<file path="src/rtl/float_exp_taylor_series_top_defines.svh">
// Assertion macros for the single-precision exponential block.
// No dependencies; included by the top level only.
`ifndef FLOAT_EXP_TAYLOR_SERIES_TOP_DEFINES_SVH
`define FLOAT_EXP_TAYLOR_SERIES_TOP_DEFINES_SVH

// Same-cycle implication, sampled on clk, off during reset.
`define FEXP_ASSERT_IMPL(label, ante, cons) \
  label: assert property (@(posedge clk) disable iff (!rst_n) (ante) |-> (cons)) \
    else $error("fexp assertion failed");

// Next-cycle implication, sampled on clk, off during reset.
`define FEXP_ASSERT_NEXT(label, ante, cons) \
  label: assert property (@(posedge clk) disable iff (!rst_n) (ante) |=> (cons)) \
    else $error("fexp assertion failed");

`endif

</file>
<file path="src/rtl/fexp_pkg.sv">
// Shared types and constants for the single-precision exponential block.
// No dependencies.
`timescale 1ns / 1ps

package fexp_pkg;

  localparam logic [31:0] FP_ONE  = 32'h3F80_0000;
  localparam logic [31:0] FP_42   = 32'h4228_0000;
  localparam logic [31:0] FP_INF  = 32'h7F80_0000;
  localparam logic [31:0] FP_ZERO = 32'h0000_0000;
  localparam logic [30:0] MAG_90  = 31'h42B4_0000;
  localparam logic [30:0] MAG_INF = 31'h7F80_0000;

  localparam int unsigned MAX_TERMS_DEF = 8192;
  localparam int unsigned K_W_DEF       = $clog2(MAX_TERMS_DEF + 2);

  typedef enum logic [1:0] {
    FX_MUL,
    FX_DIV,
    FX_ADD,
    FX_CVT
  } fx_op_t;

  typedef struct packed {
    logic        start;
    fx_op_t      op;
    logic [31:0] a;
    logic [31:0] b;
  } fx_req_t;

endpackage

</file>
<file path="src/rtl/fexp_fpu.sv">
// Iterative single-precision unit: multiply, divide, add (nonnegative), int-to-float.
// Depends on fexp_pkg.
`timescale 1ns / 1ps

module fexp_fpu #(
  parameter int unsigned KW = fexp_pkg::K_W_DEF
) (
  input  logic              clk,
  input  logic              rst_n,
  input  fexp_pkg::fx_req_t req,
  output logic              done,
  output logic [31:0]       result
);
  import fexp_pkg::*;

  localparam int MW = 50;
  localparam int EW = 11;

  typedef enum logic [2:0] {
    FS_IDLE,
    FS_DIV,
    FS_NORM,
    FS_DENORM,
    FS_ROUND
  } fs_t;

  fs_t                   state_r;
  logic [MW-1:0]         m_r;
  logic signed [EW-1:0]  e_r;
  logic                  stk_r;
  logic [24:0]           rem_r;
  logic [23:0]           mb_r;
  logic [5:0]            cnt_r;
  logic                  done_r;
  logic [31:0]           result_r;

  // Operand unpack
  logic [7:0]            fa, fb;
  logic [23:0]           ma, mb;
  logic signed [EW-1:0]  ea, eb;
  logic                  a_inf, b_inf;

  assign fa    = req.a[30:23];
  assign fb    = req.b[30:23];
  assign ma    = {fa != 8'd0, req.a[22:0]};
  assign mb    = {fb != 8'd0, req.b[22:0]};
  assign ea    = (fa == 8'd0) ? EW'(1) : EW'({3'b000, fa});
  assign eb    = (fb == 8'd0) ? EW'(1) : EW'({3'b000, fb});
  assign a_inf = (fa == 8'hFF);
  assign b_inf = (fb == 8'hFF);

  // Multiply path
  logic [47:0] prod;
  assign prod = ma * mb;

  // Add path: align the smaller operand with sticky
  logic                 a_big;
  logic [23:0]          m_big, m_sml;
  logic signed [EW-1:0] e_big, e_sml, d_exp;
  logic [MW-1:0]        xs, xs_sh, xs_lost, m_add;
  logic                 add_stk;

  assign a_big   = (req.a[30:0] >= req.b[30:0]);
  assign m_big   = a_big ? ma : mb;
  assign m_sml   = a_big ? mb : ma;
  assign e_big   = a_big ? ea : eb;
  assign e_sml   = a_big ? eb : ea;
  assign d_exp   = e_big - e_sml;
  assign xs      = {1'b0, m_sml, 25'd0};
  assign xs_sh   = (d_exp >= EW'(MW)) ? '0 : (xs >> d_exp[5:0]);
  assign xs_lost = (d_exp >= EW'(MW)) ? xs : (xs & ((MW'(1) << d_exp[5:0]) - MW'(1)));
  assign add_stk = |xs_lost;
  assign m_add   = {1'b0, m_big, 25'd0} + xs_sh;

  // Divide first quotient bit
  logic        q0;
  logic [24:0] rem0;
  assign q0   = ({1'b0, ma} >= {1'b0, mb});
  assign rem0 = {1'b0, ma} - (q0 ? {1'b0, mb} : 25'd0);

  // Divide step
  logic [24:0] rem2, rem_nxt;
  logic        qb;
  assign rem2    = {rem_r[23:0], 1'b0};
  assign qb      = (rem2 >= {1'b0, mb_r});
  assign rem_nxt = rem2 - (qb ? {1'b0, mb_r} : 25'd0);

  // Round to nearest even
  logic [23:0]          mant, mant_f;
  logic                 guard, sticky, up;
  logic [24:0]          r25;
  logic signed [EW-1:0] e_f;
  logic [7:0]           exp_fld;
  logic [31:0]          rnd_bits;

  always_comb begin
    mant    = m_r[49:26];
    guard   = m_r[25];
    sticky  = (|m_r[24:0]) | stk_r;
    up      = guard & (sticky | mant[0]);
    r25     = {1'b0, mant} + 25'(up);
    if (r25[24]) begin
      mant_f = r25[24:1];
      e_f    = e_r + EW'(1);
    end else begin
      mant_f = r25[23:0];
      e_f    = e_r;
    end
    exp_fld = mant_f[23] ? e_f[7:0] : 8'd0;
    if (mant_f[23] && (e_f >= EW'(255))) begin
      rnd_bits = FP_INF;
    end else begin
      rnd_bits = {1'b0, exp_fld, mant_f[22:0]};
    end
  end

  always_ff @(posedge clk) begin
    done_r <= 1'b0;
    if (!rst_n) begin
      state_r <= FS_IDLE;
    end else begin
      unique case (state_r)
        FS_IDLE: begin
          stk_r <= 1'b0;
          if (req.start) begin
            unique case (req.op)
              FX_MUL: begin
                if (a_inf || b_inf) begin
                  result_r <= FP_INF;
                  done_r   <= 1'b1;
                end else begin
                  m_r     <= {prod, 2'b00};
                  e_r     <= ea + eb - EW'(126);
                  state_r <= FS_NORM;
                end
              end
              FX_ADD: begin
                if (a_inf || b_inf) begin
                  result_r <= FP_INF;
                  done_r   <= 1'b1;
                end else begin
                  m_r     <= m_add;
                  e_r     <= e_big + EW'(1);
                  stk_r   <= add_stk;
                  state_r <= FS_NORM;
                end
              end
              FX_DIV: begin
                if (b_inf) begin
                  result_r <= FP_ZERO;
                  done_r   <= 1'b1;
                end else if (a_inf) begin
                  result_r <= FP_INF;
                  done_r   <= 1'b1;
                end else begin
                  m_r     <= MW'(q0);
                  rem_r   <= rem0;
                  mb_r    <= mb;
                  e_r     <= ea - eb + EW'(128);
                  cnt_r   <= 6'd48;
                  state_r <= FS_DIV;
                end
              end
              FX_CVT: begin
                m_r     <= {req.a[KW-1:0], (MW-KW)'(0)};
                e_r     <= EW'(126 + KW);
                state_r <= FS_NORM;
              end
              default: state_r <= FS_IDLE;
            endcase
          end
        end
        FS_DIV: begin
          // One quotient bit per cycle
          m_r   <= {m_r[MW-2:0], qb};
          rem_r <= rem_nxt;
          cnt_r <= cnt_r - 6'd1;
          if (cnt_r == 6'd1) begin
            stk_r   <= (rem_nxt != 25'd0);
            state_r <= FS_NORM;
          end
        end
        FS_NORM: begin
          if (m_r == '0) begin
            state_r <= FS_ROUND;
          end else if (!m_r[MW-1]) begin
            m_r <= {m_r[MW-2:0], 1'b0};
            e_r <= e_r - EW'(1);
          end else begin
            state_r <= FS_DENORM;
          end
        end
        FS_DENORM: begin
          // Shift into the subnormal range, collecting sticky
          if ((e_r < EW'(1)) && (m_r != '0)) begin
            m_r   <= {1'b0, m_r[MW-1:1]};
            stk_r <= stk_r | m_r[0];
            e_r   <= e_r + EW'(1);
          end else begin
            state_r <= FS_ROUND;
          end
        end
        FS_ROUND: begin
          result_r <= rnd_bits;
          done_r   <= 1'b1;
          state_r  <= FS_IDLE;
        end
        default: state_r <= FS_IDLE;
      endcase
    end
  end

  assign done   = done_r;
  assign result = result_r;

endmodule

</file>
<file path="src/rtl/float_exp_taylor_series_top.sv">
// e^x for one IEEE single-precision operand, one transaction at a time.
// Computation runs on the shared iterative unit in fexp_fpu, op codes from fexp_pkg.
// The series loop builds each term as term * (x/k) and accumulates it,
// stopping once x/k no longer exceeds x/(x*x+42) or after MAX_TERMS steps.
// Timing: specials (NaN, zero, infinities, magnitude above 90) raise out_valid
// in the cycle after acceptance. Otherwise setup (x*x, +42, divide), then
// per series term int-to-float of k, divide, multiply, add (the convert is
// slowest for small k), one more convert and divide for the step that ends
// the series, and the reciprocal of a negative input. The divide in the
// shared unit sets most of the time: one quotient bit per cycle, followed
// by one-bit normalize shifts. A term count near x*x+42 gives up to about
// 8100 terms for inputs near 90. The block takes no new transaction until
// the result has been taken.
`timescale 1ns / 1ps
`include "float_exp_taylor_series_top_defines.svh"

module float_exp_taylor_series_top #(
  parameter int unsigned MAX_TERMS = fexp_pkg::MAX_TERMS_DEF
) (
  input  logic        clk,
  input  logic        rst_n,
  input  logic        in_valid,
  output logic        in_ready,
  input  logic [31:0] in_x_bits,
  output logic        out_valid,
  input  logic        out_ready,
  output logic [31:0] out_result_bits
);
  import fexp_pkg::*;

  // Wide enough to hold MAX_TERMS + 1 for the loop bound check
  localparam int unsigned KW = $clog2(MAX_TERMS + 2);

  typedef enum logic [3:0] {
    ST_IDLE,
    ST_SQ,
    ST_DEN,
    ST_THR,
    ST_KF,
    ST_Q,
    ST_TERM,
    ST_SUM,
    ST_INV,
    ST_OUT
  } st_t;

  st_t         state_r;
  fx_req_t     req_r;
  logic [31:0] x_r, thr_r, term_r, sum_r, out_r;
  logic        neg_r;
  logic [KW-1:0] k_r;

  logic        fu_done;
  logic [31:0] fu_res;

  fexp_fpu #(.KW(KW)) u_fpu (
    .clk    (clk),
    .rst_n  (rst_n),
    .req    (req_r),
    .done   (fu_done),
    .result (fu_res)
  );

  // Decode the incoming operand class
  logic [30:0] in_mag;
  assign in_mag = in_x_bits[30:0];

  logic [KW-1:0] k_inc;
  assign k_inc = k_r + KW'(1);

  always_ff @(posedge clk) begin
    req_r.start <= 1'b0;
    if (!rst_n) begin
      state_r <= ST_IDLE;
    end else begin
      unique case (state_r)
        ST_IDLE: begin
          if (in_valid) begin
            neg_r <= in_x_bits[31];
            x_r   <= {1'b0, in_mag};
            if (in_mag > MAG_INF) begin
              // NaN passes through untouched
              out_r   <= in_x_bits;
              state_r <= ST_OUT;
            end else if (in_mag == 31'd0) begin
              out_r   <= FP_ONE;
              state_r <= ST_OUT;
            end else if (in_mag > MAG_90) begin
              // Saturate, infinities included
              out_r   <= in_x_bits[31] ? FP_ZERO : FP_INF;
              state_r <= ST_OUT;
            end else begin
              req_r   <= '{start: 1'b1, op: FX_MUL, a: {1'b0, in_mag}, b: {1'b0, in_mag}};
              state_r <= ST_SQ;
            end
          end
        end
        ST_SQ: begin
          if (fu_done) begin
            req_r   <= '{start: 1'b1, op: FX_ADD, a: fu_res, b: FP_42};
            state_r <= ST_DEN;
          end
        end
        ST_DEN: begin
          if (fu_done) begin
            req_r   <= '{start: 1'b1, op: FX_DIV, a: x_r, b: fu_res};
            state_r <= ST_THR;
          end
        end
        ST_THR: begin
          if (fu_done) begin
            thr_r   <= fu_res;
            term_r  <= FP_ONE;
            sum_r   <= FP_ONE;
            k_r     <= KW'(1);
            req_r   <= '{start: 1'b1, op: FX_CVT, a: 32'(KW'(1)), b: FP_ZERO};
            state_r <= ST_KF;
          end
        end
        ST_KF: begin
          if (fu_done) begin
            req_r   <= '{start: 1'b1, op: FX_DIV, a: x_r, b: fu_res};
            state_r <= ST_Q;
          end
        end
        ST_Q: begin
          if (fu_done) begin
            // Both operands are nonnegative, so bit patterns order like values
            if (fu_res > thr_r) begin
              req_r   <= '{start: 1'b1, op: FX_MUL, a: term_r, b: fu_res};
              state_r <= ST_TERM;
            end else if (neg_r) begin
              req_r   <= '{start: 1'b1, op: FX_DIV, a: FP_ONE, b: sum_r};
              state_r <= ST_INV;
            end else begin
              out_r   <= sum_r;
              state_r <= ST_OUT;
            end
          end
        end
        ST_TERM: begin
          if (fu_done) begin
            term_r  <= fu_res;
            req_r   <= '{start: 1'b1, op: FX_ADD, a: sum_r, b: fu_res};
            state_r <= ST_SUM;
          end
        end
        ST_SUM: begin
          if (fu_done) begin
            sum_r <= fu_res;
            k_r   <= k_inc;
            if (32'(k_inc) > 32'(MAX_TERMS)) begin
              // Step bound reached: finish with the current sum
              if (neg_r) begin
                req_r   <= '{start: 1'b1, op: FX_DIV, a: FP_ONE, b: fu_res};
                state_r <= ST_INV;
              end else begin
                out_r   <= fu_res;
                state_r <= ST_OUT;
              end
            end else begin
              req_r   <= '{start: 1'b1, op: FX_CVT, a: 32'(k_inc), b: FP_ZERO};
              state_r <= ST_KF;
            end
          end
        end
        ST_INV: begin
          if (fu_done) begin
            out_r   <= fu_res;
            state_r <= ST_OUT;
          end
        end
        ST_OUT: begin
          // Hold the result until taken
          if (out_ready) begin
            state_r <= ST_IDLE;
          end
        end
        default: state_r <= ST_IDLE;
      endcase
    end
  end

  assign in_ready        = (state_r == ST_IDLE);
  assign out_valid       = (state_r == ST_OUT);
  assign out_result_bits = out_r;

  `FEXP_ASSERT_NEXT(a_busy_after_accept, in_valid && in_ready, !in_ready)
  `FEXP_ASSERT_IMPL(a_no_overlap, out_valid, !in_ready)
  `FEXP_ASSERT_IMPL(a_k_bound, state_r == ST_KF || state_r == ST_Q, 32'(k_r) <= 32'(MAX_TERMS))

endmodule

</file>
<file path="config.mk">
export PLATFORM = sky130hd
export DESIGN_NAME = float_exp_taylor_series_top
export DESIGN_NICKNAME = d
export VERILOG_FILES = /design/src/rtl/fexp_pkg.sv /design/src/rtl/fexp_fpu.sv /design/src/rtl/float_exp_taylor_series_top.sv
export VERILOG_INCLUDE_DIRS = /design/src /design/src/rtl
export SDC_FILE = /design/constraint.sdc
export NUM_CORES = 2
export LEC_CHECK = 0
export BUFFER_PORTS_ARGS = -buffer_cell sky130_fd_sc_hd__clkbuf_2
export CAP_MARGIN = 0
export CORE_MARGIN = 2
export CORE_UTILIZATION = 25
export CTS_CLUSTER_SIZE = 16
export DETAILED_ROUTE_END_ITERATION = 8
export HOLD_SLACK_MARGIN = 0.12
export MAX_ROUTING_LAYER = met4
export SYNTH_ARGS = -nofsm -noshare
export SYNTH_HDL_FRONTEND = slang
export SYNTH_HIERARCHICAL = 1
export SYNTH_SLANG_ARGS = --single-unit
</file>
<file path="constraint.sdc">
create_clock -name clk -period 21.6 [get_ports clk]
set_input_delay 4.32 -clock clk [delete_from_list [all_inputs] [get_ports clk]]
set_output_delay 4.32 -clock clk [all_outputs]
set_load 0.01 [all_outputs]
</file>
==> results.tsv <==
metric	value	unit
status	complete, no violations	
fmax	102	MHz
initial_core_util	25.2	%
first_pass_iters	9	
layoutNonFillerInstCount	7771	
io_pins	70	
slowest_delay	0.52	ns
wl_per_cell	23.4	µm
drt_iter0_drc	5094	
hold_buffers	0	
via_per_inst	5.29	
finalInstanceArea	53400	µm²
dp_hpwl	135000	µm
grt-ovfl-total	0	
final_nets	6116	
antenna_found_initial	19	
track_usage	18.6	%
required	21.97	ns
cts_repair_resize_count	0	
fin_setup_tns	0	ns
die_h	445	µm
slew_headroom	20.9	%
grt_max_degree	65	
tritoncts	built	
setup_violations	0	
rsz0062_at_grt	false	
die_w	445	µm
maxSlewViolCount	0	
num_vias	41100	
clock_latency	0.65	ns
core	193000	µm²
crit_type	flop to flop	
fin_crit_sh	45.3	%
port_buffers	69	
clkSlewWorstSetupHoldPaths	0.07	ns
std_cell_rows	161	
setup_ws	11.82	ns
ys_warn_count	6	
cts.sinks	393	
cpMaxStageDelayCell	a311o_1	
syn_avg_cell_area	9.19	µm²
drc	0	
clockBufferDepth	3	
clockRootBuffer	clkbuf_16	
drv_cap	0	
grt_pass1_wl	271000	µm
cts.htree.levels	2	
synth_fp_nets	6201	
dp_worst_setup_slack	12.13	ns
antenna_left	0	
crit_fanout	50	
gp_congestion	1.01	
hold_class	flop to flop	
worst_pin_slew	1.18	ns
clock_skew	0.0446	ns
post_cts_buffers	0	
cp-start-kind	flop	
cts_buffers	47	
finalHoldViolCount	0	
syn_area	48500	µm²
grt_pass1_vias	41400	
period_needed	9.78	ns
placedCellCount	7673	
drive_gt1_share	7.36	%
cp-end-kind	flop	
wl	182000	µm
worstPathArrival	10.15	ns
synthToLayoutAreaGrowth	10.1	%
dieArea	198000	µm²
place_area	51800	µm²
synth_cells	5281	
[worst paths after layout]
check	slack, ns	cells after the start	start	end
hold / removal	0.55	1	term_r[17]	req_r[49]
hold reg to reg	0.55	1	term_r[17]	req_r[49]
setup / recovery	11.82	36	req_r[13]	u_fpu/m_r[49]
setup reg to reg	11.82	36	req_r[13]	u_fpu/m_r[49]
[per-stage QoR]
stage          util [%]  hold slack (ns)
6_report           27.7            0.546
2_1_floorplan         -            0.455
3_3_place_gp       26.9            0.518
4_1_cts            27.7            0.544
5_1_grt            27.7            0.566
3_5_place_dp       26.9            0.520
[flip-flops by register name (all words and copies together), names as in the netlist]
register	cells
k_r	14
neg_r	1
out_result_bits	32
req_r	65
state_r	4
sum_r	32
term_r	31
thr_r	32
u_fpu/cnt_r	6
u_fpu/done	1
u_fpu/e_r	11
u_fpu/m_r	50
u_fpu/mb_r	24
u_fpu/rem_r	24
u_fpu/result	31
u_fpu/state_r	3
u_fpu/stk_r	1
x_r	31
[layout make-up]
class                           count  area, µm²
Timing Repair Buffer              188       1240
Clock inverter                     27        319
Antenna cell                       11       27.5
Clock buffer                       60       1260
Inverter                          737       2770
Multi-Input combinational cell   3829      33000
Sequential cell                   393      11700
Fill cell                       20100     139000
Tap cell                         2526       3160
[per-layer routing]
layer | part of all wire, % | global-route usage (%) | vias up
li1 | - | - | 18100
met1 | 40 | 23.3 | 20500
met2 | 45 | 28.2 | 2142
met3 | 9.0 | 3.61 | 447
met4 | 6.3 | 10.1 | 0
met5 | 0 | - | -
[worst max-delay path, delay by kind of cell, from the launching register on]
kind	cells	cell delay (ns)
buffers and inverters	5	1.61
and+or+nand+nor	6	1.02
AOI/OAI and AO/OA	20	5.10
xor gates and xnor gates	1	0.08
DFF	1	0.32
adders and majority gates	4	1.31
[layout by cell type (no fill, tap or decap), types with 20 or more instances in the layout]
cell type / n
mux2i_1: 41
o21bai_1: 20
a21oi_1: 257
a22oi_1: 38
buf_4: 119
nor2_1: 299
fa_1: 488
o21ai_0: 179
nand2b_1: 43
a221oi_1: 36
clkbuf_16: 47
mux4_2: 40
o21a_1: 25
xor2_1: 56
clkbuf_2: 69
ha_1: 396
nand3_1: 91
and3_1: 40
xnor2_1: 97
and2_1: 240
a211oi_1: 38
nand2_1: 653
nor3_1: 68
inv_1: 734
nand4_1: 38
edfxtp_1: 384
a21o_1: 67
nor4_1: 40
o221ai_1: 26
a222oi_1: 74
a221o_1: 52
Power is left out: the tool's default activity adds up to more than one toggle a clock period on the data nets, which glitch-free logic cannot reach.
